`config.mk`:
```
export PLATFORM = sky130hd
export DESIGN_NAME = circular_list_engine
export DESIGN_NICKNAME = d
export VERILOG_FILES = /design/src/rtl/cle_pkg.sv /design/src/rtl/cle_cell.sv /design/src/rtl/cle_wrap.sv /design/src/rtl/circular_list_engine.sv
export SDC_FILE = /design/constraint.sdc
export NUM_CORES = 2
export LEC_CHECK = 0
export BUFFER_PORTS_ARGS = -buffer_cell sky130_fd_sc_hd__buf_2
export CAP_MARGIN = 20
export CORE_ASPECT_RATIO = 0.8
export CORE_MARGIN = 2
export CORE_UTILIZATION = 53
export DETAILED_ROUTE_END_ITERATION = 8
export MAX_ROUTING_LAYER = met4
export PLACE_DENSITY = 0.76
export SYNTH_ARGS = -nofsm -noshare
export SYNTH_HDL_FRONTEND = slang
export SYNTH_SLANG_ARGS = --single-unit
```
`constraint.sdc`:
```
create_clock -name clk -period 19.05 [get_ports clk]
set_input_delay 3.81 -clock clk [delete_from_list [all_inputs] [get_ports clk]]
set_output_delay 3.81 -clock clk [all_outputs]
set_load 0.02 [all_outputs]
```
`src/rtl/cle_pkg.sv`:
```
`timescale 1ns / 1ps
`default_nettype none

package cle_pkg;

  localparam int CAPACITY = 16;
  localparam int IDX_W    = $clog2(CAPACITY);
  localparam int CNT_W    = $clog2(CAPACITY + 1);

  localparam int VAL_W    = 32;
  localparam int POS_W    = 16;
  localparam int ACT_W    = 3;
  localparam int STAT_W   = 2;
  localparam int LEN_W    = 5;

  localparam int IN_DATA_W  = 56;
  localparam int OUT_DATA_W = 40;

  // Action codes.
  localparam logic [ACT_W-1:0] ACT_APPEND     = 3'd0;
  localparam logic [ACT_W-1:0] ACT_INSERT     = 3'd1;
  localparam logic [ACT_W-1:0] ACT_READ       = 3'd2;
  localparam logic [ACT_W-1:0] ACT_REMOVE_ONE = 3'd3;
  localparam logic [ACT_W-1:0] ACT_REMOVE_ALL = 3'd4;
  localparam logic [ACT_W-1:0] ACT_CLEAR      = 3'd5;

  // Status codes.
  localparam logic [STAT_W-1:0] ST_OK       = 2'd0;
  localparam logic [STAT_W-1:0] ST_EMPTY    = 2'd1;
  localparam logic [STAT_W-1:0] ST_FULL     = 2'd2;
  localparam logic [STAT_W-1:0] ST_NOTFOUND = 2'd3;

  // Command kinds broadcast to the cell row.
  localparam logic [1:0] CMD_NONE   = 2'd0;
  localparam logic [1:0] CMD_LOAD   = 2'd1;
  localparam logic [1:0] CMD_INSERT = 2'd2;
  localparam logic [1:0] CMD_DELETE = 2'd3;

  typedef struct packed {
    logic [1:0]              kind;
    logic [IDX_W-1:0]        at;
    logic [CNT_W-1:0]        count;
    logic signed [VAL_W-1:0] value;
  } cell_cmd_t;

endpackage

`default_nettype wire

```
`src/rtl/cle_cell.sv`:
```
`timescale 1ns / 1ps
`default_nettype none

module cle_cell (
  input  wire logic                            clk,
  input  wire logic [cle_pkg::IDX_W-1:0]       cell_idx,
  input  wire cle_pkg::cell_cmd_t              cmd,
  input  wire logic signed [cle_pkg::VAL_W-1:0] left_data,
  input  wire logic signed [cle_pkg::VAL_W-1:0] right_data,
  output logic signed [cle_pkg::VAL_W-1:0]     data,
  output logic                                 match
);

  logic signed [cle_pkg::VAL_W-1:0] data_r;
  logic signed [cle_pkg::VAL_W-1:0] data_nxt;
  logic [cle_pkg::CNT_W-1:0]        my_pos;

  assign my_pos = cle_pkg::CNT_W'(cell_idx);

  always_comb begin
    data_nxt = data_r;
    case (cmd.kind)
      cle_pkg::CMD_LOAD: begin
        if (cell_idx == cmd.at) data_nxt = cmd.value;
      end
      cle_pkg::CMD_INSERT: begin
        // Cells above the insert point move up by one place.
        if (cell_idx == cmd.at) begin
          data_nxt = cmd.value;
        end else if (cell_idx > cmd.at && my_pos <= cmd.count) begin
          data_nxt = left_data;
        end
      end
      cle_pkg::CMD_DELETE: begin
        // Cells from the removed place on close the gap from above.
        if (cell_idx >= cmd.at && (my_pos + cle_pkg::CNT_W'(1)) < cmd.count) begin
          data_nxt = right_data;
        end
      end
      default: data_nxt = data_r;
    endcase
  end

  always_ff @(posedge clk) begin
    data_r <= data_nxt;
  end

  assign data  = data_r;
  assign match = (data_r == cmd.value);

endmodule

`default_nettype wire

```
`src/rtl/cle_wrap.sv`:
```
`timescale 1ns / 1ps
`default_nettype none

module cle_wrap (
  input  wire logic                             clk,
  input  wire logic                             rst_n,
  input  wire logic                             start,
  input  wire logic signed [cle_pkg::POS_W-1:0] pos,
  input  wire logic [cle_pkg::CNT_W-1:0]        len,
  output logic                                  done,
  output logic [cle_pkg::IDX_W-1:0]             idx
);

  localparam int STEP_W = $clog2(cle_pkg::POS_W);

  logic                             busy_r, busy_nxt;
  logic                             done_r, done_nxt;
  logic [STEP_W-1:0]                step_r, step_nxt;
  logic [cle_pkg::POS_W-1:0]        mag_r, mag_nxt;
  logic [cle_pkg::CNT_W-1:0]        rem_r, rem_nxt;
  logic [cle_pkg::CNT_W-1:0]        len_r, len_nxt;
  logic                             neg_r, neg_nxt;
  logic [cle_pkg::CNT_W:0]          shifted;
  logic [cle_pkg::CNT_W-1:0]        wrapped;

  // One quotient bit per cycle, restoring remainder on the magnitude.
  always_comb begin
    busy_nxt = busy_r;
    done_nxt = 1'b0;
    step_nxt = step_r;
    mag_nxt  = mag_r;
    rem_nxt  = rem_r;
    len_nxt  = len_r;
    neg_nxt  = neg_r;
    shifted  = {rem_r, mag_r[cle_pkg::POS_W-1]};
    if (shifted >= {1'b0, len_r}) shifted = shifted - {1'b0, len_r};
    if (start) begin
      busy_nxt = 1'b1;
      step_nxt = '0;
      neg_nxt  = pos[cle_pkg::POS_W-1];
      mag_nxt  = pos[cle_pkg::POS_W-1] ? cle_pkg::POS_W'(-pos) : cle_pkg::POS_W'(pos);
      rem_nxt  = '0;
      len_nxt  = len;
    end else if (busy_r) begin
      rem_nxt  = shifted[cle_pkg::CNT_W-1:0];
      mag_nxt  = {mag_r[cle_pkg::POS_W-2:0], 1'b0};
      step_nxt = step_r + STEP_W'(1);
      if (step_r == STEP_W'(cle_pkg::POS_W - 1)) begin
        busy_nxt = 1'b0;
        done_nxt = 1'b1;
      end
    end
  end

  always_ff @(posedge clk) begin
    if (!rst_n) begin
      busy_r <= 1'b0;
      done_r <= 1'b0;
      step_r <= '0;
    end else begin
      busy_r <= busy_nxt;
      done_r <= done_nxt;
      step_r <= step_nxt;
    end
    mag_r <= mag_nxt;
    rem_r <= rem_nxt;
    len_r <= len_nxt;
    neg_r <= neg_nxt;
  end

  // A negative position with a nonzero remainder counts back from the end.
  assign wrapped = (neg_r && rem_r != '0) ? (len_r - rem_r) : rem_r;
  assign idx     = wrapped[cle_pkg::IDX_W-1:0];
  assign done    = done_r;

endmodule

`default_nettype wire

```
`src/rtl/circular_list_engine.sv`:
```
`timescale 1ns / 1ps
`default_nettype none

// Channel   Direction  Ports                  Contents
// in_       request    tvalid/tready/tdata    action, item_value, position
// out_      result     tvalid/tready/tdata    status, read_value, list_length
//
// One request at a time. Append, clear and unknown actions go straight to the
// output register; insert and read, unless refused, first pass the 16-step
// remainder unit; remove scans the list, one cell per scan cycle.
// Reset is synchronous and active low and empties the list; the cell row
// itself is not cleared. A request may be taken while a result still waits
// on out_; a new result waits in a holding register until out_ frees.

module circular_list_engine (
  input  wire logic                              clk,
  input  wire logic                              rst_n,
  input  wire logic                              in_tvalid,
  output logic                                   in_tready,
  // [2:0] action, [34:3] item_value, [50:35] position, [55:51] zero
  input  wire logic [cle_pkg::IN_DATA_W-1:0]     in_tdata,
  output logic                                   out_tvalid,
  input  wire logic                              out_tready,
  // [1:0] status, [33:2] read_value, [38:34] list_length, [39] zero
  output logic [cle_pkg::OUT_DATA_W-1:0]         out_tdata
);

  localparam logic [1:0] S_IDLE = 2'd0;
  localparam logic [1:0] S_WRAP = 2'd1;
  localparam logic [1:0] S_SCAN = 2'd2;
  localparam logic [1:0] S_PUSH = 2'd3;

  localparam int CAP = cle_pkg::CAPACITY;
  localparam int IW  = cle_pkg::IDX_W;
  localparam int CW  = cle_pkg::CNT_W;
  localparam int VW  = cle_pkg::VAL_W;

  logic [1:0]                      state_r, state_nxt;
  logic [CW-1:0]                   count_r, count_nxt;
  logic [CW-1:0]                   k_r, k_nxt;
  logic                            found_r, found_nxt;
  logic [cle_pkg::ACT_W-1:0]       act_r, act_nxt;
  logic signed [VW-1:0]            val_r, val_nxt;
  logic [cle_pkg::STAT_W-1:0]      res_status_r, res_status_nxt;
  logic signed [VW-1:0]            res_read_r, res_read_nxt;
  logic                            out_tvalid_r;
  logic [cle_pkg::OUT_DATA_W-1:0]  out_tdata_r;

  logic [cle_pkg::ACT_W-1:0]       in_act;
  logic signed [VW-1:0]            in_val;
  logic signed [cle_pkg::POS_W-1:0] in_pos;
  logic                            accept;
  logic                            slot_free;
  logic                            wrap_start;
  logic                            wrap_done;
  logic [IW-1:0]                   wrap_idx;
  logic                            full;

  cle_pkg::cell_cmd_t              cmd;
  logic signed [VW-1:0]            cell_data [CAP];
  logic [CAP-1:0]                  cell_match;

  assign in_act    = in_tdata[2:0];
  assign in_val    = in_tdata[34:3];
  assign in_pos    = in_tdata[50:35];
  // No request is taken while reset is held.
  assign in_tready = rst_n && (state_r == S_IDLE);
  assign accept    = in_tvalid && in_tready;
  assign slot_free = !out_tvalid_r || out_tready;
  assign full      = (count_r >= CW'(CAP));

  cle_wrap u_wrap (
    .clk   (clk),
    .rst_n (rst_n),
    .start (wrap_start),
    .pos   (in_pos),
    .len   (count_r),
    .done  (wrap_done),
    .idx   (wrap_idx)
  );

  for (genvar g = 0; g < CAP; g++) begin : g_cell
    logic signed [VW-1:0] left_d;
    logic signed [VW-1:0] right_d;
    if (g == 0) begin : g_first
      assign left_d = '0;
    end else begin : g_left
      assign left_d = cell_data[g-1];
    end
    if (g == CAP - 1) begin : g_last
      assign right_d = '0;
    end else begin : g_right
      assign right_d = cell_data[g+1];
    end
    cle_cell u_cell (
      .clk        (clk),
      .cell_idx   (IW'(g)),
      .cmd        (cmd),
      .left_data  (left_d),
      .right_data (right_d),
      .data       (cell_data[g]),
      .match      (cell_match[g])
    );
  end

  always_comb begin
    state_nxt      = state_r;
    count_nxt      = count_r;
    k_nxt          = k_r;
    found_nxt      = found_r;
    act_nxt        = act_r;
    val_nxt        = val_r;
    res_status_nxt = res_status_r;
    res_read_nxt   = res_read_r;
    wrap_start     = 1'b0;
    cmd.kind       = cle_pkg::CMD_NONE;
    cmd.at         = '0;
    cmd.count      = count_r;
    cmd.value      = val_r;

    case (state_r)
      S_IDLE: begin
        if (accept) begin
          act_nxt        = in_act;
          val_nxt        = in_val;
          res_status_nxt = cle_pkg::ST_OK;
          res_read_nxt   = '0;
          k_nxt          = '0;
          found_nxt      = 1'b0;
          state_nxt      = S_PUSH;
          case (in_act)
            cle_pkg::ACT_APPEND: begin
              if (full) begin
                res_status_nxt = cle_pkg::ST_FULL;
              end else begin
                cmd.kind  = cle_pkg::CMD_LOAD;
                cmd.at    = count_r[IW-1:0];
                cmd.value = in_val;
                count_nxt = count_r + CW'(1);
              end
            end
            cle_pkg::ACT_INSERT: begin
              if (count_r == '0) begin
                res_status_nxt = cle_pkg::ST_EMPTY;
              end else if (full) begin
                res_status_nxt = cle_pkg::ST_FULL;
              end else begin
                wrap_start = 1'b1;
                state_nxt  = S_WRAP;
              end
            end
            cle_pkg::ACT_READ: begin
              if (count_r == '0) begin
                res_status_nxt = cle_pkg::ST_EMPTY;
              end else begin
                wrap_start = 1'b1;
                state_nxt  = S_WRAP;
              end
            end
            cle_pkg::ACT_REMOVE_ONE, cle_pkg::ACT_REMOVE_ALL: begin
              state_nxt = S_SCAN;
            end
            cle_pkg::ACT_CLEAR: begin
              count_nxt = '0;
            end
            default: begin
            end
          endcase
        end
      end
      S_WRAP: begin
        if (wrap_done) begin
          state_nxt = S_PUSH;
          if (act_r == cle_pkg::ACT_INSERT) begin
            cmd.kind  = cle_pkg::CMD_INSERT;
            cmd.at    = wrap_idx;
            count_nxt = count_r + CW'(1);
          end else begin
            res_read_nxt = cell_data[wrap_idx];
          end
        end
      end
      S_SCAN: begin
        // One cell is examined per cycle; for remove-all, after a removal the same
        // place is examined again, since the next element has moved into it.
        if (k_r >= count_r) begin
          res_status_nxt = found_r ? cle_pkg::ST_OK : cle_pkg::ST_NOTFOUND;
          state_nxt      = S_PUSH;
        end else if (cell_match[k_r[IW-1:0]]) begin
          cmd.kind  = cle_pkg::CMD_DELETE;
          cmd.at    = k_r[IW-1:0];
          count_nxt = count_r - CW'(1);
          found_nxt = 1'b1;
          if (act_r == cle_pkg::ACT_REMOVE_ONE) begin
            res_status_nxt = cle_pkg::ST_OK;
            state_nxt      = S_PUSH;
          end
        end else begin
          k_nxt = k_r + CW'(1);
        end
      end
      S_PUSH: begin
        if (slot_free) state_nxt = S_IDLE;
      end
      default: state_nxt = S_IDLE;
    endcase
  end

  always_ff @(posedge clk) begin
    if (!rst_n) begin
      state_r      <= S_IDLE;
      count_r      <= '0;
      out_tvalid_r <= 1'b0;
    end else begin
      state_r <= state_nxt;
      count_r <= count_nxt;
      if (state_r == S_PUSH && slot_free) begin
        out_tvalid_r <= 1'b1;
      end else if (out_tready) begin
        out_tvalid_r <= 1'b0;
      end
    end
    k_r          <= k_nxt;
    found_r      <= found_nxt;
    act_r        <= act_nxt;
    val_r        <= val_nxt;
    res_status_r <= res_status_nxt;
    res_read_r   <= res_read_nxt;
    if (state_r == S_PUSH && slot_free) begin
      out_tdata_r <= {1'b0, cle_pkg::LEN_W'(count_r), res_read_r, res_status_r};
    end
  end

  assign out_tvalid = out_tvalid_r;
  assign out_tdata  = out_tdata_r;

  a_count_bound: assert property (@(posedge clk) disable iff (!rst_n)
    count_r <= CW'(CAP))
    else $error("list length above capacity");

  a_clear_empties: assert property (@(posedge clk) disable iff (!rst_n)
    (accept && in_act == cle_pkg::ACT_CLEAR) |=> (count_r == '0))
    else $error("clear did not empty the list");

  a_scan_no_grow: assert property (@(posedge clk) disable iff (!rst_n)
    (state_r == S_SCAN) |=> (count_r <= $past(count_r)))
    else $error("list grew during a removal scan");

  a_push_then_out: assert property (@(posedge clk) disable iff (!rst_n)
    (state_r == S_PUSH && slot_free) |=> out_tvalid)
    else $error("finished result not presented");

endmodule

`default_nettype wire

```
==> results.yml <==
outcome:
  status: "finished clean"
critical_path:
  crit_chain: "buf_2 -> nand3_2 -> buf_4 -> nor3_4 -> buf_4 -> a21boi_1 -> or3_1 -> a2111oi_0 -> or4b_1 -> nor4_1 -> o32a_1 -> o21a_1 -> o211ai_1 -> buf_4 -> a21oi_4 -> buf_4 -> buf_4 -> buf_4 -> and2_1 -> a221o_1"
  worst_path_max_delay_cell: "a2111oi_0"
  end_kind: "register"
  r2r_start: "state_r[0]"
  path_buf_inv: 7
  worst_path_largest_cell_delay_ns: 1.08
  crit_start: "rst_n"
  critPathKind: "input port to register"
  cp.arrival_ns: 13.35
  crit_required_ns: 19.59
  cpLargestDelayFamily: "buffers and inverters"
  crit_top_cell: "buf_4"
  crit_path_max_fanout: 101
  startpoint_type: "input port"
flow_run:
  max-cap-violations: 0
power_and_ir_drop:
  vdd_drop_max_mv: 0.105
  leakagePower_uw: 0.0162
  power_density_mw_per_mm2: 120
detailed_routing:
  dr.pass1.iters: 7
  wl_um: 198000
  wl_per_cell_um: 37.7
  ant_nets: 0
  vias: 41000
  routed_via_density: 7.82
  drc_errors: 0
  drt_iter0_drc: 9030
grt:
  antenna_found_initial: 18
  grt_pass1_vias: 36500
  grt_pass1_wl_um: 276000
  grt_use_total_pct: 46.4
  gr-total-overflow: 0
  grt_max_degree: 217
logic_synthesis:
  synth_cell_types: 93
  yosys_most_used_dff: "edfxtp_1"
  synthMuxAreaShare_pct: 8.19
  synth_xor_area_share_pct: 6.63
  synth_top_family_by_area: "compound AO/OA/AOI/OAI gates"
  syn_avg_cell_area_sq_um: 10.7
  synthesis.area_sq_mm: 0.0441
  ys_warn_count: 0
  synth_compound_area_share_pct: 20.8
  syn_nets: 4199
  synth-edff-count: 648
  ys_seq_area_share_pct: 44.9
  synthArstFlopShare_pct: 0
  yosys.area_share.simple_pct: 14.9
  netlist_instances: 4112
  synth-seq-cells: 667
  yosys.area_share.adder_pct: 0.799
place:
  port_buffers: 95
  placed_area_sq_mm: 0.0460
  gp_congestion: 1.07
  dp_cells: 5087
  dp_hpwl_um: 134000
sta:
  drv_slew: 0
  fmaxAchievable_mhz: 78.1
  layout_min_cycle_time_ns: 12.81
  clock_skew_ns: 0.0409
  worst_pin_slew_ns: 1.22
  grt_setup_unrepaired: "false"
  maxSlewHeadroom_pct: 16.3
  hold_slack_ns: 0.393
  setup_viol: 0
  tns_ns: 0
  period_share_pct: 67.2
  final_hold_viol_count: 0
cts:
  hold_buffers: 0
  cts_root_buffer: "clkbuf_16"
  htree_num_levels: 3
  post_cts_resize_count: 0
  clk_pin_slew_worst_paths_ns: 0.07
  post_cts_buffers: 0
  clock-sinks: 667
  cts_tree: "done"
  clk_path_buf_depth: 3
  clock_latency_ns: 0.69
  cts_made_buffers: 73
finish:
  fin_cells: 5247
  final_nets: 4154
  design_area_sq_mm: 0.0486
  area_growth_pct: 9.99
  drive_gt1_share_pct: 13.7
hold_path:
  worstHoldStart: "res_read_r[2]"
  hold_path_class: "register to register"
die:
  core_area_sq_mm: 0.0823
  initial_core_util_pct: 53.6
  row_count: 94
  die_width_um: 327
  die_h_um: 262
  die_area_sq_mm: 0.0856
  io-pin-count: 102
==> logic make-up after synthesis <==
logic type                 Yosys count
DFF                                667
other                                1
buffers and inverters              400
adders and majority gates           27
and+or+nand+nor                   1240
AOI/OAI and AO/OA                 1242
muxes                              201
xor gates and xnor gates           334
==> path summary, 6_finish.rpt <==
path | slack (ns) | cells after the start | endpoint
setup reg to reg | 8.67 | 21 | g_cell[11].u_cell.data[15]
setup / recovery | 6.24 | 20 | g_cell[11].u_cell.data[15]
hold reg to reg | 0.39 | 0 | out_tdata[4]
hold / removal | 0.39 | 0 | out_tdata[4]
==> power breakdown <==
part           internal [uW]  total (uW)  switching, uW
Clock                    799        1470            672
Sequential              1890        2070            177
Combinational            802        2270           1470
==> layer usage <==
| metal | share of wire [%] | global-route usage (%) | routed length (um) |
|---|---|---|---|
| met5 | 0 | - | 0 |
| met4 | 8.0 | 25.3 | 15700 |
| met3 | 19 | 18.8 | 36800 |
| met2 | 40 | 64.1 | 78900 |
| met1 | 33 | 58.1 | 66100 |
==> layout by cell type, fill, tap and decap left out, drive strengths merged, types with 27 or more instances in the layout <==
master   Yosys  routed
edfxtp     648     648
clkinv       1      41
nand3       40      40
inv         50      51
mux2i       72      72
or3        105     105
o2bb2ai     33      33
nor3        27      27
mux4       128     128
and3       124     124
and2       180     180
nor4        64      64
buf        103     227
a21oi      137     137
o21ai      325     325
a22o        38      38
nor2       277     277
a221o      289     289
xnor2      321     321
nand2      278     278
clkbuf     246      90
a21boi      34      34
nand4       54      54
nor4b       30      30
a221oi      43      43
a22oi      193     193
==> synth_stat cells (all sizes together), types with 10 or more instances <==
cell	instances	area share (%)
o21ai	325	3.7
and3	124	1.8
a31oi	13	0.18
a22oi	193	3.3
nor2	277	2.5
edfxtp	648	44
nand2	278	2.4
xor2	13	0.26
o31ai	10	0.20
a21boi	34	0.60
nor3	27	0.32
dfxtp	19	0.86
a221o	289	6.6
and2	180	2.6
ha	25	0.71
xnor2	321	6.4
a22o	38	0.75
nor4b	30	0.71
a21o	14	0.24
mux2i	72	1.6
nand4	54	0.77
a21oi	137	1.6
mux4	128	6.5
a2111oi	13	0.26
nand3	40	0.46
a221oi	43	0.85
nand2b	13	0.18
buf	103	1.2
a211oi	25	0.43
or3	105	1.5
o2bb2ai	33	0.65
nor4	64	0.94
clkbuf	246	2.1
or4	14	0.25
inv	50	0.43
==> sequential cells by signal, indices dropped and copies added, names as in the netlist, 2 cells and up <==
| register | cells |
|---|---|
| out_tdata | 39 |
| res_status_r | 2 |
| u_wrap.rem_r | 5 |
| g_cell.u_cell.data | 512 |
| u_wrap.mag_r | 16 |
| u_wrap.len_r | 5 |
| state_r | 2 |
| act_r | 3 |
| res_read_r | 32 |
| val_r | 32 |
| u_wrap.step_r | 4 |
| k_r | 5 |
| count_r | 5 |
==> metrics by stage <==
step           util, %  worst slack, ns  total power, uW
2_1_floorplan        -             7.86             3380
6_report          59.0             6.24             5810
3_3_place_gp      55.9             6.34             4150
4_1_cts           58.8             6.95             5640
5_1_grt           59.0             6.31             5890
3_5_place_dp      55.9             6.31             4200
==> worst reg2reg max path, cell delays in order, from the launching register on <==
cell	delay, ns
dfxtp_1	0.35
inv_1	0.10
ha_1	0.36
nand3_2	0.54
buf_4	0.52
nor3_4	0.22
buf_4	0.52
a21boi_1	0.40
or3_1	0.49
a2111oi_0	1.08
or4b_1	0.67
nor4_1	0.56
o32a_1	0.25
o21a_1	0.40
o211ai_1	0.16
buf_4	0.22
a21oi_4	0.29
buf_4	0.63
buf_4	1.02
buf_4	0.95
and2_1	0.41
a221o_1	0.13
==> layout make-up <==
cell class	instances	area (sq um)
fill	6748	33800
multi-input combinational	3045	23200
sequential	667	19800
clock buffer	88	1970
timing repair buffer	229	1570
tap	1104	1380
clock inverter	46	413
inverter	51	191
antenna	17	42.5
No activity file was read; power rests on OpenSTA's default activity.
